**src/design/hbs_pkg.sv**
```systemverilog
// ----------------------------------------------------------------------------
// hbs_pkg - shared definitions for the heightmap box smoother
// Sizes, register map, result request type and small helper functions.
// ----------------------------------------------------------------------------
`default_nettype none

package hbs_pkg;

  // Geometry limits
  localparam int MAX_WIDTH = 1024;
  localparam int MAX_ROWS  = 4096;
  localparam int COL_W     = $clog2(MAX_WIDTH);
  localparam int ROW_W     = $clog2(MAX_ROWS);

  // Field widths
  localparam int SAMPLE_W  = 16;
  localparam int SUM_W     = 20;   // nine 16-bit samples
  localparam int RES_W     = 20;   // 16.4 fixed point
  localparam int CNT_W     = 4;    // neighbour count, 1..9
  localparam int WIN_N     = 9;    // 3x3 window

  // Configuration port
  localparam int PDATA_W   = 32;
  localparam int PADDR_W   = 3;
  localparam int WREG_W    = 11;
  localparam int RREG_W    = 13;

  typedef enum logic [0:0] {
    REG_IMAGE_WIDTH = 1'b0,
    REG_IMAGE_ROWS  = 1'b1
  } reg_idx_t;

  // Neighbour counts with a divide path of their own
  localparam logic [CNT_W-1:0] CNT_ONE   = CNT_W'(1);
  localparam logic [CNT_W-1:0] CNT_TWO   = CNT_W'(2);
  localparam logic [CNT_W-1:0] CNT_THREE = CNT_W'(3);
  localparam logic [CNT_W-1:0] CNT_FOUR  = CNT_W'(4);
  localparam logic [CNT_W-1:0] CNT_SIX   = CNT_W'(6);
  localparam logic [CNT_W-1:0] CNT_NINE  = CNT_W'(9);

  // Reciprocals, exact for any SUM_W-bit dividend
  localparam int          RECIP_W   = 21;
  localparam logic [RECIP_W-1:0] RECIP3 = RECIP_W'(1398102);  // ceil(2^22/3)
  localparam logic [RECIP_W-1:0] RECIP9 = RECIP_W'(1864136);  // ceil(2^24/9)
  localparam int          SHIFT3    = 22;
  localparam int          SHIFT9    = 24;
  // Wide enough for a full SUM_W-bit quotient field above either shift
  localparam int          PROD_W    = SHIFT9 + SUM_W;

  // One result on its way through the divider
  typedef struct packed {
    logic [SUM_W-1:0] sum;
    logic [CNT_W-1:0] cnt;
    logic [ROW_W-1:0] row;
    logic [COL_W-1:0] col;
    logic             last;
    logic             frame_done;
  } div_req_t;

  // Register value to last index, with out-of-range values clamped
  function automatic logic [COL_W-1:0] width_last(input logic [WREG_W-1:0] v);
    logic [COL_W-1:0] r;
    if (v == '0) begin
      r = '0;
    end else if (int'(v) > MAX_WIDTH) begin
      r = COL_W'(MAX_WIDTH - 1);
    end else begin
      r = COL_W'(v - WREG_W'(1));
    end
    return r;
  endfunction

  function automatic logic [ROW_W-1:0] rows_last(input logic [RREG_W-1:0] v);
    logic [ROW_W-1:0] r;
    if (v == '0) begin
      r = '0;
    end else if (int'(v) > MAX_ROWS) begin
      r = ROW_W'(MAX_ROWS - 1);
    end else begin
      r = ROW_W'(v - RREG_W'(1));
    end
    return r;
  endfunction

  // Fraction tables: floor(16*r/3), floor(8*r/3), floor(16*r/9)
  function automatic logic [3:0] frac16_3(input logic [1:0] r);
    logic [3:0] f;
    case (r)
      2'd0:    f = 4'd0;
      2'd1:    f = 4'd5;
      2'd2:    f = 4'd10;
      default: f = 4'd0;
    endcase
    return f;
  endfunction

  function automatic logic [3:0] frac8_3(input logic [1:0] r);
    logic [3:0] f;
    case (r)
      2'd0:    f = 4'd0;
      2'd1:    f = 4'd2;
      2'd2:    f = 4'd5;
      default: f = 4'd0;
    endcase
    return f;
  endfunction

  function automatic logic [3:0] frac16_9(input logic [3:0] r);
    logic [3:0] f;
    case (r)
      4'd0:    f = 4'd0;
      4'd1:    f = 4'd1;
      4'd2:    f = 4'd3;
      4'd3:    f = 4'd5;
      4'd4:    f = 4'd7;
      4'd5:    f = 4'd8;
      4'd6:    f = 4'd10;
      4'd7:    f = 4'd12;
      4'd8:    f = 4'd14;
      default: f = 4'd0;
    endcase
    return f;
  endfunction

endpackage

`default_nettype wire

```
**src/design/hbs_result_if.sv**
```systemverilog
// ----------------------------------------------------------------------------
// hbs_result_if - smoothed result channel
// Valid/ready channel carrying one smoothed position per item.
// ----------------------------------------------------------------------------
`default_nettype none

interface hbs_result_if;
  logic                      valid;
  logic                      ready;
  logic [hbs_pkg::RES_W-1:0] smoothed_height;
  logic [hbs_pkg::ROW_W-1:0] out_row;
  logic [hbs_pkg::COL_W-1:0] out_col;
  logic                      last_of_run;
  logic                      frame_done;

  modport source (output valid, output smoothed_height, output out_row, output out_col,
                  output last_of_run, output frame_done, input ready);
  modport sink   (input valid, input smoothed_height, input out_row, input out_col,
                  input last_of_run, input frame_done, output ready);
endinterface

`default_nettype wire

```
**src/design/hbs_mean_div.sv**
```systemverilog
// ----------------------------------------------------------------------------
// hbs_mean_div - neighbourhood sum to 16.4 mean
// Two-stage constant divide by the neighbour count, then the output register.
// ----------------------------------------------------------------------------
`default_nettype none

module hbs_mean_div (
  input  wire                   clk,
  input  wire                   rst,
  input  wire                   req_valid,
  output logic                  req_ready,
  input  wire hbs_pkg::div_req_t req,
  hbs_result_if.source          results
);

  logic                          a_valid;
  hbs_pkg::div_req_t             a_req;
  logic                          b_valid;
  hbs_pkg::div_req_t             b_req;
  logic [hbs_pkg::SUM_W-1:0]     b_q;

  logic                          out_free;
  logic                          b_free;
  logic                          a_free;
  logic                          a_nine;
  logic [hbs_pkg::PROD_W-1:0]    prod;
  logic [hbs_pkg::SUM_W-1:0]     q_calc;
  logic [hbs_pkg::SUM_W-1:0]     q3x;
  logic [hbs_pkg::SUM_W-1:0]     q9x;
  logic [1:0]                    rem3;
  logic [3:0]                    rem9;
  logic [hbs_pkg::RES_W-1:0]     mean;

  // Stall chain from the output backwards
  assign out_free  = !results.valid || results.ready;
  assign b_free    = !b_valid || out_free;
  assign a_free    = !a_valid || b_free;
  assign req_ready = a_free;

  // Quotient by reciprocal: divide by 9, or by 3 (count 6 is 2 x 3)
  assign a_nine = (a_req.cnt == hbs_pkg::CNT_NINE);
  assign prod   = hbs_pkg::PROD_W'(a_req.sum) *
                  hbs_pkg::PROD_W'(a_nine ? hbs_pkg::RECIP9 : hbs_pkg::RECIP3);
  assign q_calc = a_nine ? prod[hbs_pkg::SHIFT9 +: hbs_pkg::SUM_W]
                         : prod[hbs_pkg::SHIFT3 +: hbs_pkg::SUM_W];

  // Remainder and final fixed-point mean
  always_comb begin
    q3x  = b_q + (b_q << 1);
    q9x  = b_q + (b_q << 3);
    rem3 = 2'(b_req.sum - q3x);
    rem9 = 4'(b_req.sum - q9x);
    case (b_req.cnt)
      hbs_pkg::CNT_ONE:   mean = b_req.sum << 4;
      hbs_pkg::CNT_TWO:   mean = b_req.sum << 3;
      hbs_pkg::CNT_FOUR:  mean = b_req.sum << 2;
      hbs_pkg::CNT_THREE: mean = (b_q << 4) + hbs_pkg::RES_W'(hbs_pkg::frac16_3(rem3));
      hbs_pkg::CNT_SIX:   mean = (b_q << 3) + hbs_pkg::RES_W'(hbs_pkg::frac8_3(rem3));
      hbs_pkg::CNT_NINE:  mean = (b_q << 4) + hbs_pkg::RES_W'(hbs_pkg::frac16_9(rem9));
      default:            mean = '0;
    endcase
  end

  // Stage valids
  always_ff @(posedge clk) begin
    if (rst) begin
      a_valid       <= 1'b0;
      b_valid       <= 1'b0;
      results.valid <= 1'b0;
    end else begin
      if (a_free) begin
        a_valid <= req_valid;
      end
      if (b_free) begin
        b_valid <= a_valid;
      end
      if (out_free) begin
        results.valid <= b_valid;
      end
    end
  end

  // Stage payloads
  always_ff @(posedge clk) begin
    if (a_free) begin
      a_req <= req;
    end
    if (b_free) begin
      b_req <= a_req;
      b_q   <= q_calc;
    end
    if (out_free) begin
      results.smoothed_height <= mean;
      results.out_row         <= b_req.row;
      results.out_col         <= b_req.col;
      results.last_of_run     <= b_req.last;
      results.frame_done      <= b_req.frame_done;
    end
  end

endmodule

`default_nettype wire

```
**src/flat_wrapper.sv**
```systemverilog
// flat-port wrapper written by rule: the top's interface ports become plain ports
module hbs_mean_div_flat 
  (clk, rst, req_valid, req_ready, req, results_valid, results_smoothed_height, results_out_row, results_out_col, results_last_of_run, results_frame_done, results_ready);
  hbs_result_if results_i ();
  input  wire clk;
  input  wire rst;
  input  wire req_valid;
  output logic req_ready;
  input  wire hbs_pkg::div_req_t req;
  output wire logic [$bits(results_i.valid)-1:0] results_valid;
  output wire logic [$bits(results_i.smoothed_height)-1:0] results_smoothed_height;
  output wire logic [$bits(results_i.out_row)-1:0] results_out_row;
  output wire logic [$bits(results_i.out_col)-1:0] results_out_col;
  output wire logic [$bits(results_i.last_of_run)-1:0] results_last_of_run;
  output wire logic [$bits(results_i.frame_done)-1:0] results_frame_done;
  input wire logic [$bits(results_i.ready)-1:0] results_ready;
  assign results_valid = results_i.valid;
  assign results_smoothed_height = results_i.smoothed_height;
  assign results_out_row = results_i.out_row;
  assign results_out_col = results_i.out_col;
  assign results_last_of_run = results_i.last_of_run;
  assign results_frame_done = results_i.frame_done;
  assign results_i.ready = results_ready;
  hbs_mean_div u_core (.clk(clk), .rst(rst), .req_valid(req_valid), .req_ready(req_ready), .req(req), .results(results_i));
endmodule
```
**config.mk**
```make
export PLATFORM = sky130hd
export DESIGN_NAME = hbs_mean_div_flat
export DESIGN_NICKNAME = d
export VERILOG_FILES = /design/src/design/hbs_pkg.sv /design/src/design/hbs_result_if.sv /design/src/design/hbs_mean_div.sv /design/src/flat_wrapper.sv
export SDC_FILE = /design/constraint.sdc
export NUM_CORES = 1
export LEC_CHECK = 0
export ABC_AREA = 1
export BUFFER_PORTS_ARGS = -buffer_cell sky130_fd_sc_hd__buf_4
export CAP_MARGIN = 0
export CORE_ASPECT_RATIO = 1.2
export CORE_MARGIN = 1
export CORE_UTILIZATION = 30
export DETAILED_ROUTE_END_ITERATION = 10
export GPL_TIMING_DRIVEN = 0
export PLACE_DENSITY_LB_ADDON = 0.25
export SKIP_LAST_GASP = 1
export SLEW_MARGIN = 20
export SYNTH_ARGS = -nofsm -noshare
export SYNTH_HDL_FRONTEND = slang
export SYNTH_SLANG_ARGS = --single-unit
```
**constraint.sdc**
```tcl
create_clock -name clk -period 8.1 [get_ports clk]
set_input_delay 1.215 -clock clk [delete_from_list [all_inputs] [get_ports clk]]
set_output_delay 1.215 -clock clk [all_outputs]
set_load 0.005 [all_outputs]
```
==> impl_results.md <==
* Status: finished, violations left
* Failing checks: design-rule violations
* Max-slew headroom at 35.92%
* Floorplan Core Area at 0.04933 mm²
* Num CTS Buffers at 17
* Hold Vio Cnt, Final at 0
* Commonest non-fill, non-tap cell in the layout: inv_1
* Hold-fix buffers at CTS at 0
* First-pass GRT wire length at 63360 µm
* Syn avg cell area at 9.863 µm²
* Post-synth EDFFs at 155
* Crit path kind: register to register
* H-tree Lvls at 4
* Final wirelength at 40930 µm
* Grt ovf at 0
* Mapped Area at 0.01505 mm²
* Chip Height at 247.4 µm
* Max Cap Viol at 0
* Hold_ws at 0.4148 ns
* Drt initial violations at 592
* Share of layout cells above drive strength 1 at 9.452%
* Fin. max-slew vios at 0
* Worst hold path type: register to register
* DRC viols at 20
* DR WL/cell at 17.81 µm
* Cell Rows at 89
* Port-buffer cells at 97
* Unrepaired setup endpoints after global routing: false
* Clock Skew at 0.01164 ns
* Critical Path Start Type: register
* Post-layout min period at 7.728 ns
* Placer Congestion at 0.9499
* Share of the synthesized area in the top cell type at 30.93%
* Largest net degree at the start of global routing at 51
* Via/cell ratio at 4.608
* Main synth FF type: edfxtp_1
* Sequential area share after synthesis at 31.32%
* Fin nets at 2070
* Post-synthesis cell type count at 45
* Post-synthesis register bit count at 158
* CTS tree: yes
* Least-Margin Pin Slew at 0.9611 ns
* Period Utilization, post-route at 95.40%
* Post-Syn Instances at 1526
* DRT Pass-1 Iters at 8
* Critical Path AT at 7.90 ns
* Clock Pin Slew Worst Setup and Hold Paths at 0.07 ns
* # fillers at 5018
* Initial core utilization at 30.51%
* Total GRT Usage at 16.76%
* Post-DRT Antenna Nets at 0
* Critical path fanouts, max at 10
* Via count at 10589
* Vias in the first global route at 11346
* Root Buffer: clkbuf_16
* Cell taking the most area after synthesis: edfxtp_1
* Ys async rst share at 0%
* CP Data Required Time at 8.27 ns
* I/O pin total at 98
* Initial antenna violation count at 0
* Setup Buffers After CTS at 0
* Highest Clock Rate at 0.1294 GHz
* Clk Latency, worst-skew pair at 0.43 ns
* Synth warn at 0
* Critical path endpoint category: register
* CTS sink cnt at 158
* Die area at 0.05107 mm²
* Post-CTS Resized at 2
* Ranking of synthesized cells by area: edfxtp_1 31%, fa_1 24%, ha_1 16%
* Chip width at 206.5 µm
* Detailed Place HPWL at 35550 µm
* Diode count at 0
* Most frequent cells in the layout: 363 x inv_1, 200 x nand2_1, 193 x ha_1
* Clock tree buffer depth at 2
* P&R area growth vs syn at 14.19%
* Final setup vio count at 0
## synth_stat cells, types with 2 or more instances
| library cell | number |
|---|---|
| fa_1 | 177 |
| o21bai_1 | 6 |
| nand2_2 | 2 |
| nand3b_1 | 11 |
| nor4_2 | 2 |
| a21boi_0 | 2 |
| o21a_1 | 2 |
| conb_1 | 2 |
| a21oi_1 | 62 |
| nor4_4 | 3 |
| nor2_2 | 2 |
| o21ai_1 | 6 |
| o211ai_1 | 2 |
| o21ai_0 | 44 |
| nor2_1 | 129 |
| nand4_1 | 6 |
| a31oi_1 | 2 |
| clkbuf_1 | 11 |
| nand3_1 | 72 |
| o22ai_1 | 16 |
| edfxtp_1 | 155 |
| buf_2 | 4 |
| inv_2 | 4 |
| xnor2_1 | 8 |
| ha_1 | 193 |
| a21o_1 | 7 |
| nor3_1 | 7 |
| nand2_1 | 202 |
| dfxtp_1 | 3 |
| xor2_1 | 6 |
| inv_1 | 364 |
## worst max-delay path, cell delays in order, from the launching register on
cell and delay, ns:
edfxtp_1 0.38, nand2_1 0.08, inv_1 0.04, nand2_2 0.23, clkbuf_2 0.46, clkbuf_2 0.45
nor2_1 0.11, fa_1 0.57, inv_1 0.07, fa_1 0.55, inv_1 0.07, fa_1 0.48
inv_1 0.05, fa_1 0.59, inv_1 0.06, fa_1 0.51, fa_1 0.49, fa_1 0.40
ha_1 0.34, a21o_1 0.21, a21boi_0 0.29, o21ai_0 0.18, o21ai_1 0.39, nand4_1 0.20
nand3_1 0.13, nand2_1 0.09
## stage by stage
stage               cell area [µm²]  setup slack (ns)  cells  utilization, %  TNS (ns)
global placement              16590           -0.1273   2264           33.63   -0.2282
finish                        17190            0.3724   2298           34.84         0
CTS                           17190            0.1041   2298           34.85         0
floorplan                     15070             1.842   1530               -         0
global route                  17190            0.1490   2298           34.84         0
detailed placement            16640           -0.1642   2266           33.74   -0.3010
## path summary, 6_finish.rpt
| check | start | to | slack, ns | depth (start not counted) |
|---|---|---|---|---|
| worst max-delay path | u_core.a_req[27] | u_core.b_q[14] | 0.37 | 25 |
| worst min register to register | u_core.a_req[13] | u_core.b_req[13] | 0.41 | 0 |
| worst max register to register | u_core.a_req[27] | u_core.b_q[14] | 0.37 | 25 |
| worst min-delay path | u_core.a_req[13] | u_core.b_req[13] | 0.41 | 0 |
## layout make-up
cell class / count / area [µm²] / share of cell area (%)
Tap cell: 637 / 797.0 / 4.637
Timing Repair Buffer: 99 / 768.2 / 4.470
Clock buffer: 18 / 429.2 / 2.497
Inverter: 368 / 1384 / 8.052
Multi-Input combinational cell: 986 / 8902 / 51.80
Clock inverter: 14 / 110.1 / 0.6407
Sequential cell: 158 / 4715 / 27.43
Buffer: 18 / 81.33 / 0.4732
## kinds of logic (layout without fill, tap and decap cells)
| kind of cell | count (synthesis) | count (layout) | synth area share [%] |
|---|---|---|---|
| adder cells (fa/ha/maj) | 370 | 370 | 39.59 |
| XOR/XNOR | 15 | 15 | 0.9228 |
| AO/OA/AOI/OAI | 154 | 154 | 5.719 |
| AND/OR/NAND/NOR | 441 | 441 | 12.70 |
| flip-flops | 158 | 158 | 31.32 |
| other | 2 | 6 | 0.04990 |
| buffers and inverters | 386 | 517 | 9.693 |
## per-layer routing
metal	global-route usage, %	wire length [µm]
met2	31.24	21410
met1	19.05	16310
met4	7.288	1649
met3	1.838	1560
met5	0	0
## flip-flops by register name, summed over array words and instances (netlist names)
name	flops
u_core.a_valid	1
u_core.results.out_row	12
u_core.results.frame_done	1
u_core.results.out_col	10
u_core.b_q	17
u_core.results.smoothed_height	20
u_core.b_req	46
u_core.results.last_of_run	1
u_core.results.valid	1
u_core.b_valid	1
u_core.a_req	48
Power is left out: the tool's default activity adds up to more than one toggle a clock period on the data nets, which glitch-free logic cannot reach.
